File: src/ini_line_tokenizer_macros.svh
// Assertion macros for the INI line tokenizer.
`ifndef INI_LINE_TOKENIZER_MACROS_SVH
`define INI_LINE_TOKENIZER_MACROS_SVH

`ifndef SYNTHESIS

// Property must hold at every clock edge outside reset.
`define ILT_ASSERT(label, clk, rst, prop) \
   label: assert property (@(posedge clk) disable iff (rst) (prop)) \
      else $error("ini_line_tokenizer: assertion failed");

// Condition must never be seen outside reset.
`define ILT_ASSERT_NEVER(label, clk, rst, cond) \
   label: assert property (@(posedge clk) disable iff (rst) !(cond)) \
      else $error("ini_line_tokenizer: forbidden condition seen");

`else

`define ILT_ASSERT(label, clk, rst, prop)
`define ILT_ASSERT_NEVER(label, clk, rst, cond)

`endif

`endif

File: src/ilt_pkg.sv
// Shared types, constants and codes of the INI line tokenizer.
package ilt_pkg;

   localparam int MAX_TOKEN = 256;
   localparam logic [7:0] LIMIT_CAP = 8'(MAX_TOKEN - 1);

   localparam int FIFO_DEPTH = 8;
   localparam int PTR_W      = $clog2(FIFO_DEPTH);
   localparam int CNT_W      = $clog2(FIFO_DEPTH + 1);

   localparam int CSR_IDX_W = 2;
   localparam logic [CSR_IDX_W-1:0] REG_VALUE_SEPARATOR = 2'd0;
   localparam logic [CSR_IDX_W-1:0] REG_TOKEN_LIMIT     = 2'd1;

   localparam logic [7:0] SEP_RESET   = 8'd44;
   localparam logic [7:0] LIMIT_RESET = 8'd255;

   localparam logic [1:0] KIND_SECTION    = 2'd0;
   localparam logic [1:0] KIND_HEAD       = 2'd1;
   localparam logic [1:0] KIND_VALUE      = 2'd2;
   localparam logic [1:0] KIND_STREAM_END = 2'd3;

   localparam logic [7:0] CH_NUL     = 8'h00;
   localparam logic [7:0] CH_HASH    = 8'h23;
   localparam logic [7:0] CH_LBRACK  = 8'h5B;
   localparam logic [7:0] CH_RBRACK  = 8'h5D;
   localparam logic [7:0] CH_EQUALS  = 8'h3D;
   localparam logic [7:0] CH_SPACE   = 8'h20;
   localparam logic [7:0] CH_TAB     = 8'h09;
   localparam logic [7:0] CH_LF      = 8'h0A;
   localparam logic [7:0] CH_CR      = 8'h0D;

   typedef enum logic [6:0] {
      MODE_START    = 7'b0000001,
      MODE_SKIP     = 7'b0000010,
      MODE_SEC_LEAD = 7'b0000100,
      MODE_SEC_BODY = 7'b0001000,
      MODE_HEAD     = 7'b0010000,
      MODE_VAL_LEAD = 7'b0100000,
      MODE_VAL_BODY = 7'b1000000
   } mode_type;

   typedef struct packed {
      mode_type    mode;
      logic        term_run;
      logic [7:0]  kept_length;
      logic [7:0]  pending_blanks;
      logic        after_sep;
      logic [15:0] section_count;
   } state_type;

   typedef struct packed {
      logic [1:0]  kind;
      logic        has_char;
      logic [7:0]  char_out;
      logic [7:0]  blanks_before;
      logic        token_end;
      logic        head_is_key;
      logic [15:0] section_total;
      logic        last;
   } rsp_type;

   localparam state_type STATE_RESET = '{
      mode:           MODE_START,
      term_run:       1'b0,
      kept_length:    8'd0,
      pending_blanks: 8'd0,
      after_sep:      1'b0,
      section_count:  16'd0
   };

endpackage

File: src/ini_line_tokenizer.sv
// Top level of the INI line tokenizer: request register, line state, result queue.
//
// Usage:
//   Request channel (req_): one text byte per request; byte 0 ends the stream.
//   Result channel (rsp_): token bytes, token ends and the stream-end report.
//   A byte gives zero, one or two results; rsp_last marks the final one.
//   csr_: write value_separator (index 0) or token_limit (index 1) while idle.
// Path: an accepted byte is held in the request register; its results are then
//   written into the result queue, which presents them on rsp_.
// Throughput: one byte per cycle while req_stall is low; results waiting in the
//   queue count toward req_stall. The 8-entry result queue and the request
//   register set the rate: req_stall rises only when the queue could not take
//   the results of the bytes in flight.
// Reset: line state, section count and queue are cleared; the separator
//   returns to ',' and the token limit to 255.
// Receiver stall: results hold in the queue; req_stall rises once it nears
//   full and falls once enough results have been taken to make room again.
`include "ini_line_tokenizer_macros.svh"

module ini_line_tokenizer import ilt_pkg::*; (
   input  logic                 clock,
   input  logic                 reset,
   input  logic                 req_valid,
   output logic                 req_stall,
   input  logic [7:0]           req_data_byte,
   output logic                 rsp_valid,
   input  logic                 rsp_stall,
   output logic [1:0]           rsp_kind,
   output logic                 rsp_has_char,
   output logic [7:0]           rsp_char_out,
   output logic [7:0]           rsp_blanks_before,
   output logic                 rsp_token_end,
   output logic                 rsp_head_is_key,
   output logic [15:0]          rsp_section_total,
   output logic                 rsp_last,
   input  logic                 csr_wr_en,
   input  logic [CSR_IDX_W-1:0] csr_index,
   input  logic [7:0]           csr_wr_data
);

   logic             in_valid_ff, in_valid_in;
   logic [7:0]       in_byte_ff;
   state_type        state_ff, state_in;
   logic [7:0]       sep_ff;
   logic [7:0]       limit_ff;
   state_type        step_next;
   rsp_type          res0, res1, head;
   logic [1:0]       res_count;
   logic [1:0]       push_count;
   logic             fifo_not_empty;
   logic [CNT_W-1:0] fifo_count;
   logic [CNT_W:0]   need;
   logic             req_accept;
   logic             pop;
   logic             nul_in_reg;
   logic             state_cleared;
   logic             stream_end_out;
   logic             stream_end_bare;
   logic             char_out_seen;
   logic             char_ok;

   assign need = {1'b0, fifo_count} + (in_valid_ff ? (CNT_W + 1)'(2) : '0)
               + (CNT_W + 1)'(2);
   assign req_stall = need > (CNT_W + 1)'(FIFO_DEPTH);
   assign req_accept = req_valid && !req_stall;
   assign in_valid_in = req_accept;

   always_ff @(posedge clock) begin
      if (reset) begin
         in_valid_ff <= 1'b0;
      end else begin
         in_valid_ff <= in_valid_in;
      end
   end

   always_ff @(posedge clock) begin
      if (req_accept) begin
         in_byte_ff <= req_data_byte;
      end
   end

   always_ff @(posedge clock) begin
      if (reset) begin
         sep_ff <= SEP_RESET;
         limit_ff <= LIMIT_RESET;
      end else if (csr_wr_en) begin
         if (csr_index == REG_VALUE_SEPARATOR) begin
            sep_ff <= csr_wr_data;
         end else if (csr_index == REG_TOKEN_LIMIT) begin
            limit_ff <= csr_wr_data;
         end
      end
   end

   ilt_step u_step (
      .data_byte       (in_byte_ff),
      .state           (state_ff),
      .value_separator (sep_ff),
      .token_limit     (limit_ff),
      .state_next      (step_next),
      .res0            (res0),
      .res1            (res1),
      .res_count       (res_count)
   );

   assign state_in = in_valid_ff ? step_next : state_ff;
   assign push_count = in_valid_ff ? res_count : 2'd0;

   always_ff @(posedge clock) begin
      if (reset) begin
         state_ff <= STATE_RESET;
      end else begin
         state_ff <= state_in;
      end
   end

   ilt_rsp_fifo u_rsp_fifo (
      .clock      (clock),
      .reset      (reset),
      .push_count (push_count),
      .push0      (res0),
      .push1      (res1),
      .pop        (pop),
      .head       (head),
      .not_empty  (fifo_not_empty),
      .count      (fifo_count)
   );

   assign rsp_valid = fifo_not_empty;
   assign pop = rsp_valid && !rsp_stall;

   assign rsp_kind = head.kind;
   assign rsp_has_char = head.has_char;
   assign rsp_char_out = head.char_out;
   assign rsp_blanks_before = head.blanks_before;
   assign rsp_token_end = head.token_end;
   assign rsp_head_is_key = head.head_is_key;
   assign rsp_section_total = head.section_total;
   assign rsp_last = head.last;

   assign nul_in_reg = in_valid_ff && in_byte_ff == CH_NUL;
   assign state_cleared = state_ff.mode == MODE_START && state_ff.section_count == 16'd0;
   assign stream_end_out = rsp_valid && rsp_kind == KIND_STREAM_END;
   assign stream_end_bare = !rsp_has_char && !rsp_token_end && rsp_last;
   assign char_out_seen = rsp_valid && rsp_has_char;
   assign char_ok = rsp_char_out != CH_NUL && !rsp_token_end;

   `ILT_ASSERT_NEVER(a_fifo_no_overflow, clock, reset, fifo_count > CNT_W'(FIFO_DEPTH))

   `ILT_ASSERT(a_end_clears_state, clock, reset, nul_in_reg |=> state_cleared)

   `ILT_ASSERT(a_stream_end_bare, clock, reset, stream_end_out |-> stream_end_bare)

   `ILT_ASSERT(a_char_not_nul, clock, reset, char_out_seen |-> char_ok)

endmodule

File: src/ilt_step.sv
// Per-byte line classification: next state and up to two results.
module ilt_step import ilt_pkg::*; (
   input  logic [7:0] data_byte,
   input  state_type  state,
   input  logic [7:0] value_separator,
   input  logic [7:0] token_limit,
   output state_type  state_next,
   output rsp_type    res0,
   output rsp_type    res1,
   output logic [1:0] res_count
);

   function automatic rsp_type end_res(input logic [1:0] kind, input logic key);
      rsp_type r;
      r = '0;
      r.kind = kind;
      r.token_end = 1'b1;
      r.head_is_key = key;
      return r;
   endfunction

   function automatic rsp_type char_res(input logic [1:0] kind, input logic [7:0] ch,
                                        input logic [7:0] blanks);
      rsp_type r;
      r = '0;
      r.kind = kind;
      r.has_char = 1'b1;
      r.char_out = ch;
      r.blanks_before = blanks;
      return r;
   endfunction

   logic [7:0] lim;
   logic       room;
   logic       blank;
   logic       line_end;
   rsp_type    end_r;
   logic       has_end;
   rsp_type    stream_r;

   always_comb begin
      lim = (token_limit > LIMIT_CAP) ? LIMIT_CAP : token_limit;
      room = state.kept_length < lim;
      blank = data_byte inside {CH_SPACE, CH_TAB};
      line_end = data_byte inside {CH_CR, CH_LF};
      state_next = state;
      res0 = '0;
      res1 = '0;
      res_count = 2'd0;
      end_r = '0;
      has_end = 1'b0;
      stream_r = '0;

      if (data_byte == CH_NUL) begin
         case (state.mode)
            MODE_SEC_LEAD, MODE_SEC_BODY: begin
               end_r = end_res(KIND_SECTION, 1'b0);
               has_end = 1'b1;
            end
            MODE_HEAD: begin
               end_r = end_res(KIND_HEAD, 1'b0);
               has_end = 1'b1;
            end
            MODE_VAL_LEAD, MODE_VAL_BODY: begin
               end_r = end_res(KIND_VALUE, 1'b0);
               has_end = !state.after_sep;
            end
            default: begin
               has_end = 1'b0;
            end
         endcase
         stream_r.kind = KIND_STREAM_END;
         stream_r.section_total = state.section_count;
         if (has_end) begin
            res0 = end_r;
            res1 = stream_r;
            res_count = 2'd2;
         end else begin
            res0 = stream_r;
            res_count = 2'd1;
         end
         state_next = STATE_RESET;
      end else if (line_end) begin
         case (state.mode)
            MODE_START: begin
               res0 = end_res(KIND_HEAD, 1'b0);
               res_count = state.term_run ? 2'd0 : 2'd1;
            end
            MODE_SEC_LEAD, MODE_SEC_BODY: begin
               res0 = end_res(KIND_SECTION, 1'b0);
               res_count = 2'd1;
            end
            MODE_HEAD: begin
               res0 = end_res(KIND_HEAD, 1'b0);
               res_count = 2'd1;
            end
            MODE_VAL_LEAD, MODE_VAL_BODY: begin
               res0 = end_res(KIND_VALUE, 1'b0);
               res_count = state.after_sep ? 2'd0 : 2'd1;
            end
            default: begin
               res_count = 2'd0;
            end
         endcase
         state_next.mode = MODE_START;
         state_next.term_run = 1'b1;
         state_next.after_sep = 1'b0;
         state_next.kept_length = 8'd0;
         state_next.pending_blanks = 8'd0;
      end else begin
         state_next.term_run = 1'b0;
         state_next.after_sep = 1'b0;
         case (state.mode)
            MODE_START: begin
               if (blank) begin
                  state_next.mode = MODE_START;
               end else if (data_byte == CH_HASH) begin
                  state_next.mode = MODE_SKIP;
               end else if (data_byte == CH_LBRACK) begin
                  if (state.section_count != 16'hFFFF) begin
                     state_next.section_count = state.section_count + 16'd1;
                  end
                  state_next.kept_length = 8'd0;
                  state_next.pending_blanks = 8'd0;
                  state_next.mode = MODE_SEC_LEAD;
               end else if (data_byte == CH_EQUALS) begin
                  res0 = end_res(KIND_HEAD, 1'b1);
                  res_count = 2'd1;
                  state_next.kept_length = 8'd0;
                  state_next.pending_blanks = 8'd0;
                  state_next.mode = MODE_VAL_LEAD;
               end else begin
                  state_next.mode = MODE_HEAD;
                  state_next.pending_blanks = 8'd0;
                  if (lim != 8'd0) begin
                     state_next.kept_length = 8'd1;
                     res0 = char_res(KIND_HEAD, data_byte, 8'd0);
                     res_count = 2'd1;
                  end else begin
                     state_next.kept_length = 8'd0;
                  end
               end
            end
            MODE_SEC_LEAD, MODE_SEC_BODY: begin
               if (data_byte == CH_RBRACK) begin
                  res0 = end_res(KIND_SECTION, 1'b0);
                  res_count = 2'd1;
                  state_next.kept_length = 8'd0;
                  state_next.pending_blanks = 8'd0;
                  state_next.mode = MODE_SKIP;
               end else if (blank) begin
                  if (state.mode == MODE_SEC_BODY && room) begin
                     state_next.kept_length = state.kept_length + 8'd1;
                     state_next.pending_blanks = state.pending_blanks + 8'd1;
                  end
               end else begin
                  state_next.mode = MODE_SEC_BODY;
                  if (room) begin
                     state_next.kept_length = state.kept_length + 8'd1;
                     state_next.pending_blanks = 8'd0;
                     res0 = char_res(KIND_SECTION, data_byte, state.pending_blanks);
                     res_count = 2'd1;
                  end
               end
            end
            MODE_HEAD: begin
               if (data_byte == CH_EQUALS) begin
                  res0 = end_res(KIND_HEAD, 1'b1);
                  res_count = 2'd1;
                  state_next.kept_length = 8'd0;
                  state_next.pending_blanks = 8'd0;
                  state_next.mode = MODE_VAL_LEAD;
               end else if (blank) begin
                  if (room) begin
                     state_next.kept_length = state.kept_length + 8'd1;
                     state_next.pending_blanks = state.pending_blanks + 8'd1;
                  end
               end else if (room) begin
                  state_next.kept_length = state.kept_length + 8'd1;
                  state_next.pending_blanks = 8'd0;
                  res0 = char_res(KIND_HEAD, data_byte, state.pending_blanks);
                  res_count = 2'd1;
               end
            end
            MODE_VAL_LEAD: begin
               if (blank) begin
                  state_next.mode = MODE_VAL_LEAD;
               end else if (data_byte == value_separator) begin
                  res0 = end_res(KIND_VALUE, 1'b0);
                  res_count = 2'd1;
                  state_next.kept_length = 8'd0;
                  state_next.pending_blanks = 8'd0;
                  state_next.after_sep = 1'b1;
               end else begin
                  state_next.mode = MODE_VAL_BODY;
                  if (room) begin
                     state_next.kept_length = state.kept_length + 8'd1;
                     state_next.pending_blanks = 8'd0;
                     res0 = char_res(KIND_VALUE, data_byte, state.pending_blanks);
                     res_count = 2'd1;
                  end
               end
            end
            MODE_VAL_BODY: begin
               if (data_byte == value_separator) begin
                  res0 = end_res(KIND_VALUE, 1'b0);
                  res_count = 2'd1;
                  state_next.kept_length = 8'd0;
                  state_next.pending_blanks = 8'd0;
                  state_next.after_sep = 1'b1;
                  state_next.mode = MODE_VAL_LEAD;
               end else if (blank) begin
                  if (room) begin
                     state_next.kept_length = state.kept_length + 8'd1;
                     state_next.pending_blanks = state.pending_blanks + 8'd1;
                  end
               end else if (room) begin
                  state_next.kept_length = state.kept_length + 8'd1;
                  state_next.pending_blanks = 8'd0;
                  res0 = char_res(KIND_VALUE, data_byte, state.pending_blanks);
                  res_count = 2'd1;
               end
            end
            default: begin
               state_next.mode = MODE_SKIP;
            end
         endcase
      end

      if (res_count == 2'd2) begin
         res1.last = 1'b1;
      end else if (res_count == 2'd1) begin
         res0.last = 1'b1;
      end
   end

endmodule

File: src/ilt_rsp_fifo.sv
// Result queue: takes up to two results a cycle, delivers one per pop.
module ilt_rsp_fifo import ilt_pkg::*; (
   input  logic             clock,
   input  logic             reset,
   input  logic [1:0]       push_count,
   input  rsp_type          push0,
   input  rsp_type          push1,
   input  logic             pop,
   output rsp_type          head,
   output logic             not_empty,
   output logic [CNT_W-1:0] count
);

   rsp_type          mem [FIFO_DEPTH];
   logic [PTR_W-1:0] wr_ptr_ff, wr_ptr_in;
   logic [PTR_W-1:0] rd_ptr_ff, rd_ptr_in;
   logic [CNT_W-1:0] count_ff, count_in;
   logic [PTR_W-1:0] wr_ptr_plus1;

   assign wr_ptr_plus1 = wr_ptr_ff + PTR_W'(1);

   always_comb begin
      wr_ptr_in = wr_ptr_ff + PTR_W'(push_count);
      rd_ptr_in = pop ? rd_ptr_ff + PTR_W'(1) : rd_ptr_ff;
      count_in = count_ff + CNT_W'(push_count) - CNT_W'(pop);
   end

   always_ff @(posedge clock) begin
      if (reset) begin
         wr_ptr_ff <= '0;
         rd_ptr_ff <= '0;
         count_ff <= '0;
      end else begin
         wr_ptr_ff <= wr_ptr_in;
         rd_ptr_ff <= rd_ptr_in;
         count_ff <= count_in;
      end
   end

   always_ff @(posedge clock) begin
      if (push_count != 2'd0) begin
         mem[wr_ptr_ff] <= push0;
      end
      if (push_count == 2'd2) begin
         mem[wr_ptr_plus1] <= push1;
      end
   end

   assign head = mem[rd_ptr_ff];
   assign not_empty = count_ff != '0;
   assign count = count_ff;

endmodule
File: config.mk
export PLATFORM = sky130hd
export DESIGN_NAME = ini_line_tokenizer
export DESIGN_NICKNAME = d
export VERILOG_FILES = /design/src/ilt_pkg.sv /design/src/ini_line_tokenizer.sv /design/src/ilt_step.sv /design/src/ilt_rsp_fifo.sv
export VERILOG_INCLUDE_DIRS = /design/src /design/src/src
export SDC_FILE = /design/constraint.sdc
export NUM_CORES = 1
export LEC_CHECK = 0
export ABC_AREA = 1
export BUFFER_PORTS_ARGS = -buffer_cell sky130_fd_sc_hd__buf_2
export CAP_MARGIN = 20
export CORE_AREA = 10 10 195 381
export DETAILED_ROUTE_END_ITERATION = 16
export DIE_AREA = 0 0 205 391
export GPL_ROUTABILITY_DRIVEN = 0
export GPL_TIMING_DRIVEN = 0
export MAX_ROUTING_LAYER = met4
export PLACE_DENSITY = 0.48
export SLEW_MARGIN = 40
export SYNTH_ARGS = -nofsm -noshare
export SYNTH_HDL_FRONTEND = slang
export SYNTH_SLANG_ARGS = --single-unit
File: constraint.sdc
create_clock -name clock -period 2.63 [get_ports clock]
set_input_delay 0.3945 -clock clock [delete_from_list [all_inputs] [get_ports clock]]
set_output_delay 0.3945 -clock clock [all_outputs]
set_load 0.05 [all_outputs]
# After elaboration in Yosys (flattened, before gate mapping)
# Memory sizes are Yosys's and may differ from the RTL's. A register that Yosys moved wholly into a read port is not among the register bits.
# Index checks and enable logic that the tools add are counted.
[word_totals]
mem_count = 1
reg_bits = 76
ramBits = 304
input_bits = 23
word_cells = 179
output_inout_bits = 40
[op_classes]
magnitude_cmp = 3
n_mux = 94
n_reduce_logical = 26
eq_ne = 31
add_sub_neg = 10
bitwise_logic = 1
[memory_table]
columns = ["memory", "words", "width", "rd", "rd_clocked_by_memory_dff", "wr", "line", "text"]
rows = [
  ["u_rsp_fifo.mem", 8, 38, 1, 1, 2, "ilt_rsp_fifo.sv:14", "rsp_type mem [FIFO_DEPTH];"],
]
[ops]
columns = ["operator", "n"]
rows = [
  ["$mux 38", 18],
  ["$mux 16", 18],
  ["$pmux 38 s3", 2],
  ["$pmux 38 s5", 1],
  ["$pmux 16 s5", 1],
  ["$mux 37", 2],
  ["$mux 7", 9],
  ["$mux 41", 1],
  ["$mux 36", 1],
  ["$pmux 7 s5", 1],
  ["$mux 2", 13],
  ["$mux 25", 1],
  ["$eq 8x4->1 const B", 3],
  ["$eq 8x6->1 const B", 3],
  ["$mux 17", 1],
  ["$add 16x1->16 const B", 1],
  ["$add 8x1->8 const B", 2],
  ["$eq 8x7->1 const B", 2],
  ["$mux 1", 16],
  ["$ne 16x16->1 const B", 1],
  ["$reduce_bool 2->1", 6],
  ["$pmux 2 s5", 1],
  ["$mux 9", 1],
  ["$eq 8x8->1", 1],
  ["other kinds (44)", 59],
]

# Longest topological paths before layout
# Gate-level depths: netlist of run 1.
[depth]
ltp_word = 15
mapped_depth = 19
ltp_nobuf = 19

# Modules after synthesis
# Synthesis of run 1 repeated with hierarchy kept, for this count alone.
[hier_totals]
hier_cells = 3436
area_unflattened_um2 = 24623.6
[modules_own_cells]
columns = ["mod", "area_per_inst_um2", "cells_each", "n_inst"]
rows = [
  ["ilt_rsp_fifo", 19158.4, 2539, 1],
  ["ilt_step", 3056.7, 613, 1],
  ["ini_line_tokenizer", 2408.6, 284, 1],
]

# Worst setup path before layout of run 1
# OpenSTA, ideal clock, no wires.
[synth_path]
kind = "register -> register"
startpoint = "register in_valid_ff"
endpoint = "register in_byte_ff[0], enable pin"
synth_period_minus_slack_ns = 3.036
path_buffers = 1
setup_time_ns = 0.351
required_ns = 2.279
path_stages_with_launch = 10
arrival_time_ns = 2.685
slack_ns = -0.406
path_cell_list = "dfxtp_1 > clkbuf_1 > inv_1 > ha_1 > inv_1 > ha_1 > inv_1 > ha_1 > a31oi_1 > nor2_1"
[synth_between]
elab_chain_cells = 6
[synth_rtl]
columns = ["item", "line", "text"]
rows = [
  ["start, declared", "ini_line_tokenizer.sv:41", "logic in_valid_ff, in_valid_in;"],
  ["start signal, assigned", "ini_line_tokenizer.sv:72", "in_valid_ff <= in_valid_in;"],
  ["$mux 2", "ini_line_tokenizer.sv:62", "assign need = {1'b0, fifo_count} + (in_valid_ff ? (CNT_W + 1)'(2) : '0)"],
  ["$add 4x2->5", "ini_line_tokenizer.sv:62", ""],
  ["$add 5x2->5", "ini_line_tokenizer.sv:63", "+ (CNT_W + 1)'(2);"],
  ["$gt 5x4->1", "ini_line_tokenizer.sv:64", "assign req_stall = need > (CNT_W + 1)'(FIFO_DEPTH);"],
  ["net req_stall", "ini_line_tokenizer.sv:24", "output logic req_stall,"],
  ["$logic_not 1->1", "ini_line_tokenizer.sv:65", "assign req_accept = req_valid && !req_stall;"],
  ["$logic_and 1x1->1", "ini_line_tokenizer.sv:65", ""],
  ["net in_valid_in", "ini_line_tokenizer.sv:41", ""],
  ["end signal, assigned", "ini_line_tokenizer.sv:78", "in_byte_ff <= req_data_byte;"],
  ["end, declared", "ini_line_tokenizer.sv:42", "logic [7:0] in_byte_ff;"],
]
# The timed path passes the listed nets, and every way through them passes these cells.
# A chain may end at the register's enable or synchronous reset.

# Final worst setup path of run 1
[layout_path]
startpoint = "register in_valid_ff"
endpoint = "output port req_stall"
[layout_between]
elab_chain_cells = 4
[layout_rtl]
columns = ["item", "line"]
rows = [
  ["$mux 2", "ini_line_tokenizer.sv:62"],
  ["$add 4x2->5", "ini_line_tokenizer.sv:62"],
  ["$add 5x2->5", "ini_line_tokenizer.sv:63"],
  ["$gt 5x4->1", "ini_line_tokenizer.sv:64"],
  ["end, declared", "ini_line_tokenizer.sv:24"],
]
# Every way passes these cells.

==> impl_metrics.json, run 1 <==
{
  "relSlewSlack_pct": 31.8,
  "layout_common_cells": "468 x nor2_1, 462 x nand2_1, 219 x dfxtp_1",
  "io_buffers": 62,
  "path_clk_slew_ps": 60,
  "wl_mm": 86.3,
  "worstSetupStartpointType": "register",
  "p_leak_nw": 11.1,
  "yosys_most_used_dff": "dfxtp_1",
  "design.portCount": 63,
  "slew_viol_final": 0,
  "synth.distinct_cells": 43,
  "clkLatencyLatePin_ps": 590,
  "antenna_found_initial": 1,
  "cts_tree": "built",
  "ys_ff_latch": 383,
  "total_power_mw": 22.3,
  "grt_pass1_wl_mm": 122,
  "synth_fp_nets": 2687,
  "reg2reg_slack_ps": -100,
  "grt_util_all_layers_pct": 20.9,
  "overflow": 0,
  "routed_via_density": 5.33,
  "power-per-cell-area_nw_per_um2": 857,
  "dp_slack_ps": -1100,
  "r2r_start": "in_byte_ff[0]",
  "finalHoldViolCount": 0,
  "r2r_cells": 13,
  "synthTopCellsByArea": "edfxtp_1 25%, dfxtp_1 23%, nand2_1 9.7%, nor2_1 9.5%, o21ai_0 5.3%",
  "die_h_microns": 391,
  "outcome": "finished, violations left",
  "holdWs_ps": 42.0,
  "cp_common_cell": "ha_1",
  "htreeDepth": 2,
  "drc": 0,
  "hp-start": "csr_wr_data[0]",
  "crit_chain": "clkinvlp_4 > ha_1 > inv_1 > ha_1 > inv_1 > ha_1 > a31oi_4 > buf_6",
  "final_util_pct": 38.1,
  "cp_max_fo": 9,
  "dr.pass1.iters": 6,
  "wl_per_cell_microns": 23.0,
  "min_path_cells": 3,
  "min_to": "limit_ff[0]",
  "area_growth_pct": 32.7,
  "numCtsBuffers": 41,
  "critPathArrivalTime_ps": 2340,
  "cts_buffer_depth": 3,
  "synth_top_area_share_pct": 24.5,
  "yosysSeqAreaShare_pct": 47.3,
  "worstSetupEndpointType": "output port",
  "synth_area_sq_um": 19600,
  "crit_slowest_cell": "dfxtp_4",
  "dieArea_sq_um": 80200,
  "required_ps": 2240,
  "tightest_slew_ps": 1010,
  "synth_area_per_cell_sq_um": 7.43,
  "rsz0062_at_grt": "true",
  "rows": 136,
  "first_global_vias": 18600,
  "hold_class": "input pin to register",
  "violations": "negative setup slack",
  "synth.largest_area_cell": "edfxtp_1",
  "synth_cells": 2637,
  "worst_slack_ps": -108,
  "start_util_pct": 28.7,
  "ant_nets": 0,
  "grt_max_degree": 15,
  "ys_warn_count": 0,
  "core_sq_um": 68200,
  "max_clock_freq_mhz": 365,
  "drive_gt1_share_pct": 20.4,
  "dpl.cell_count": 3598,
  "cts_sinks": 383,
  "ir_drop_mv": 1.03,
  "drtIter0Drc": 2108,
  "finalSetupViolations": 141,
  "max_stage_delay_ps": 460,
  "drv_cap": 0,
  "root_buffer": "clkbuf_16",
  "fill_cells": 7022,
  "die_w_microns": 205,
  "nets": 2881,
  "layout_min_cycle_time_ps": 2740,
  "finalClockSkew_ps": 25.1,
  "fin_crit_sh_pct": 104,
  "path_class": "register to output port",
  "dp_hpwl_mm": 57.6,
  "vias": 20000,
  "timing.rr.end": "u_rsp_fifo.mem[6][2]",
  "fin_cells": 3757,
  "synth_edf_count": 160,
  "final_common_cell": "nor2_1",
  "async_reset_ff_share_pct": 0
}
==> where the power goes <==
part           total [mW]  internal, mW  switching [mW]
sequential           7.05          6.72           0.335
clock                5.77          3.17            2.60
combinational        9.48          3.21            6.27
total                22.3          13.1            9.20
==> synthesized netlist by cell type, types with 3 or more instances <==
| library cell | count |
|---|---|
| buf_4 | 3 |
| nor2_4 | 3 |
| nor2_1 | 495 |
| a21oi_1 | 176 |
| o22ai_1 | 153 |
| nand2_2 | 9 |
| o21ai_1 | 4 |
| inv_1 | 203 |
| o21ai_0 | 206 |
| a31oi_1 | 41 |
| xnor2_1 | 4 |
| buf_1 | 10 |
| nor3_1 | 21 |
| o211ai_1 | 14 |
| a221oi_1 | 4 |
| ha_1 | 25 |
| edfxtp_1 | 160 |
| nand2_4 | 3 |
| nand4_1 | 19 |
| xor2_1 | 11 |
| nand2_1 | 505 |
| nand3_1 | 144 |
| dfxtp_1 | 223 |
| nor2_2 | 9 |
| buf_2 | 55 |
| inv_2 | 15 |
| clkbuf_1 | 100 |
| nor4_1 | 3 |
==> metal layers <==
metal  part of all wire (%)  track usage [%]
met5                      0                -
met4                    6.9             11.3
met1                     39             24.7
met3                    6.8             2.64
met2                     47             34.1
==> sequential cells by signal, indices dropped and copies added, names as in the netlist, named ones only <==
| name | cells |
|---|---|
| in_byte_ff | 8 |
| in_valid_ff | 1 |
| u_rsp_fifo.count | 4 |
| sep_ff | 8 |
| u_rsp_fifo.rd_ptr_ff | 3 |
| u_rsp_fifo.mem | 304 |
| u_rsp_fifo.wr_ptr_ff | 3 |
| limit_ff | 8 |
| state_ff | 41 |
==> through the flow <==
step / setup TNS [ps] / cell area (sq um)
after floorplan: 0 / 19600
after global placement: -288830 / 21100
after detailed placement: -285430 / 21100
after CTS: -13020 / 24400
after global routing: -41850 / 26000
final: -6710 / 26000
==> how the worst max path moves through the flow <==
stage	start	to	slack, ps	depth (start not counted)
6_report	in_valid_ff	req_stall	-110	8
5_1_grt	state_ff[36]	u_rsp_fifo.count[3]	-280	16
4_1_cts	in_byte_ff[1]	u_rsp_fifo.wr_ptr_ff[2]	-140	17
3_5_place_dp	in_byte_ff[5]	u_rsp_fifo.mem[3][2]	-1100	14
3_3_place_gp	in_byte_ff[5]	u_rsp_fifo.mem[3][2]	-1090	14
2_1_floorplan	in_valid_ff	in_byte_ff[0]	40	9
==> kinds of logic after synthesis <==
kind of cell	after synthesis	synth area share, %
AND/OR/NAND/NOR	1216	25.2
AO/OA/AOI/OAI	606	17.1
buffers and inverters	390	7.95
flip-flops	383	47.3
adder cells (fa/ha/maj)	27	1.80
XOR/XNOR	15	0.670
==> layout make-up <==
type                            instances  area [sq um]  area share, %
Multi-Input combinational cell       1878         10400           40.0
Antenna cell                            1          2.50        0.00962
Clock buffer                           57          1120           4.29
Sequential cell                       383          9280           35.7
Clock inverter                         14           148          0.568
Buffer                                168          1680           6.46
Inverter                              220           856           3.29
Timing Repair Buffer                  139          1400           5.39
Tap cell                              897          1120           4.31
==> worst max-delay path: cells and delay by family (launching register included) <==
kind	cells	cell delay (ps)
fa+ha+maj	3	660
buf+inv	4	430
compound gates	1	220
flops	1	460
==> repair_timing <==
action	4_1_cts	5_1_grt
hold endpoints to repair	8	0
pin swaps	42	22
hold buffers	8	0
buffers inserted	23	27
gates cloned	14	17
gates resized for setup	436	275
endpoints found under the setup margin	517	508
No activity file was read; power rests on OpenSTA's default activity.
==> inputs of run 2 (changes only) <==
--- a/config.mk
+++ b/config.mk
@@ -16,6 +16,7 @@
 export GPL_TIMING_DRIVEN = 0
 export MAX_ROUTING_LAYER = met4
 export PLACE_DENSITY = 0.48
+export SKIP_CTS_REPAIR_TIMING = 1
 export SLEW_MARGIN = 40
 export SYNTH_ARGS = -nofsm -noshare
 export SYNTH_HDL_FRONTEND = slang
==> run 2 against run 1 <==
Net effect:
- the flow finishes with violations (negative hold slack, negative setup slack)
- clock-buffer cell count did not move
- worst hold slack got worse by 43 ps
- combinational power fell by 6.4%
- final cell count fell by 0.88%
- critical path depth did not move
- clock power barely moved
- critical path type unchanged
- largest power group unchanged
==> impl_metrics.json, run 2 (synthesis results as in run 1) <==
{
  "outcome": "finished, violations left",
  "violations": "negative hold slack, negative setup slack",
  "grt_max_degree": 20,
  "power-per-cell-area_nw_per_um2": 881,
  "reg2reg_slack_ps": -110,
  "largest_registers": "u_rsp_fifo.mem x304, state_ff x41",
  "r2r_cells": 17,
  "hold_class": "input pin to register",
  "area_growth_pct": 25.4,
  "max_clock_freq_mhz": 364,
  "antenna_found_initial": 1,
  "largest_reg_flops": 304,
  "start_util_pct": 28.7,
  "core_sq_um": 68200,
  "largest-register": "u_rsp_fifo.mem",
  "timing.rr.end": "u_rsp_fifo.wr_ptr_ff[2]",
  "fill_cells": 7177,
  "numCtsBuffers": 41,
  "finalClockSkew_ps": 31.8,
  "min_path_cells": 1,
  "overflow": 0,
  "antennaDiodeCount": 0,
  "finalSetupViolations": 214,
  "drv_cap": 0,
  "dp_hpwl_mm": 57.6,
  "p_leak_nw": 10.6,
  "max_stage_delay_ps": 390,
  "clkLatencyLatePin_ps": 590,
  "ir_drop_mv": 1.04,
  "path_delay_family": "buffers and inverters",
  "r2r_start": "in_byte_ff[1]",
  "cp_max_fo": 10,
  "first_global_vias": 18100,
  "dieArea_sq_um": 80200,
  "cts_buffer_depth": 3,
  "die_h_microns": 391,
  "cts_tree": "built",
  "finalHoldViolCount": 1,
  "root_buffer": "clkbuf_16",
  "rows": 136,
  "holdWs_ps": -0.842,
  "path_clk_slew_ps": 60,
  "fin_crit_sh_pct": 105,
  "drc": 0,
  "nets": 2849,
  "layout_min_cycle_time_ps": 2750,
  "path_class": "register to output port",
  "design.portCount": 63,
  "rsz0062_at_grt": "true",
  "io_buffers": 62,
  "worstSetupStartpointType": "register",
  "crit_slowest_cell": "dfxtp_4",
  "ant_nets": 0,
  "grt_pass1_wl_mm": 117,
  "dr.pass1.iters": 6,
  "cts_sinks": 383,
  "cp.buffers_inverters": 4,
  "crit_chain": "inv_6 > buf_12 > clkbuf_4 > o21ai_0 > o22ai_1 > nor2_1 > a31oi_2 > buf_4",
  "required_ps": 2240,
  "fin_cells": 3724,
  "htreeDepth": 2,
  "worstSetupEndpointType": "output port",
  "wl_mm": 84.2,
  "worst_slack_ps": -119,
  "relSlewSlack_pct": 25.7,
  "dpl.cell_count": 3598,
  "layout_common_cells": "481 x nor2_1, 476 x nand2_1, 219 x dfxtp_1",
  "final_common_cell": "nor2_1",
  "wl_per_cell_microns": 22.6,
  "tightest_slew_ps": 1110,
  "slew_viol_final": 0,
  "hp-start": "req_data_byte[5]",
  "die_w_microns": 205,
  "drtIter0Drc": 2109,
  "dp_slack_ps": -1100,
  "drive_gt1_share_pct": 16.3,
  "min_to": "in_byte_ff[5]",
  "grt_util_all_layers_pct": 20.1,
  "routed_via_density": 5.29,
  "critPathArrivalTime_ps": 2350,
  "vias": 19700
}
==> run 2: cell count changes in the layout (fill, tap and decap cells not counted), moves of 7 or more <==
cell | previous run | this run
o22ai_2 | 27 | 4
a21oi_1 | 150 | 163
buf_2 | 45 | 57
nand2_1 | 462 | 476
o22ai_4 | 7 | 0
clkbuf_8 | 16 | 3
buf_6 | 45 | 38
o22ai_1 | 119 | 149
clkbuf_16 | 69 | 47
nor2_1 | 468 | 481
a21oi_2 | 22 | 11
nor2_4 | 24 | 14
==> run 2: area by class of cell <==
cell class	instances	area [sq um]	area share [%]
repair buffers	110	922	3.75
well taps	897	1120	4.57
plain buffers	168	1360	5.54
multi-input cells	1875	9780	39.8
flip-flops and latches	383	9280	37.8
clock inverters	14	148	0.601
inverters	220	847	3.45
clock buffers	57	1120	4.54
==> run 2: worst max-delay path by stage <==
stage / from / endpoint / slack, ps / depth (start not counted)
2_1_floorplan: in_valid_ff / in_byte_ff[0] / 40 / 9
6_report: register / rsp_token_end / -120 / 8
3_5_place_dp: in_byte_ff[5] / u_rsp_fifo.mem[3][2] / -1100 / 14
4_1_cts: register / rsp_blanks_before[0] / -1440 / 7
5_1_grt: in_byte_ff[4] / u_rsp_fifo.wr_ptr_ff[1] / -270 / 16
3_3_place_gp: in_byte_ff[5] / u_rsp_fifo.mem[3][2] / -1090 / 14
==> run 2: worst reg2reg max path, delay by kind of cell, from the launching register on <==
kind	cells	cell delay [ps]
and+or+nand+nor	9	860
adders and majority gates	2	600
buffers and inverters	4	420
DFF	1	390
AOI/OAI and AO/OA	1	190
xor gates and xnor gates	1	140
==> run 2: routing by layer <==
layer	GRT usage, %	vias up	routed length (microns)
li1	-	9213	-
met1	24.2	9361	33100
met2	32.4	913	40300
met3	2.23	208	6020
met4	11.0	0	4790
met5	-	-	0
==> run 2: power breakdown <==
| group | internal (mW) | switching [mW] | leakage [nW] |
|---|---|---|---|
| clock network | 3.17 | 2.58 | 0.608 |
| registers | 6.71 | 0.315 | 3.15 |
| logic | 2.78 | 6.09 | 6.87 |
| total | 12.7 | 8.99 | 10.6 |
==> run 2: through the flow <==
stage | hold WS [ps] | setup TNS, ps | power [mW] | cell area, sq um | util [%]
after detailed placement | 455 | -285430 | 14.3 | 21100 | 31.0
after global routing | 0.609 | -61700 | 22.5 | 24600 | 36.0
after global placement | 452 | -288830 | 14.2 | 21100 | 30.9
final | -0.842 | -9770 | 21.7 | 24600 | 36.0
after floorplan | 433 | 0 | 11.7 | 19600 | -
after CTS | -27.6 | -318940 | 20.0 | 22400 | 32.8
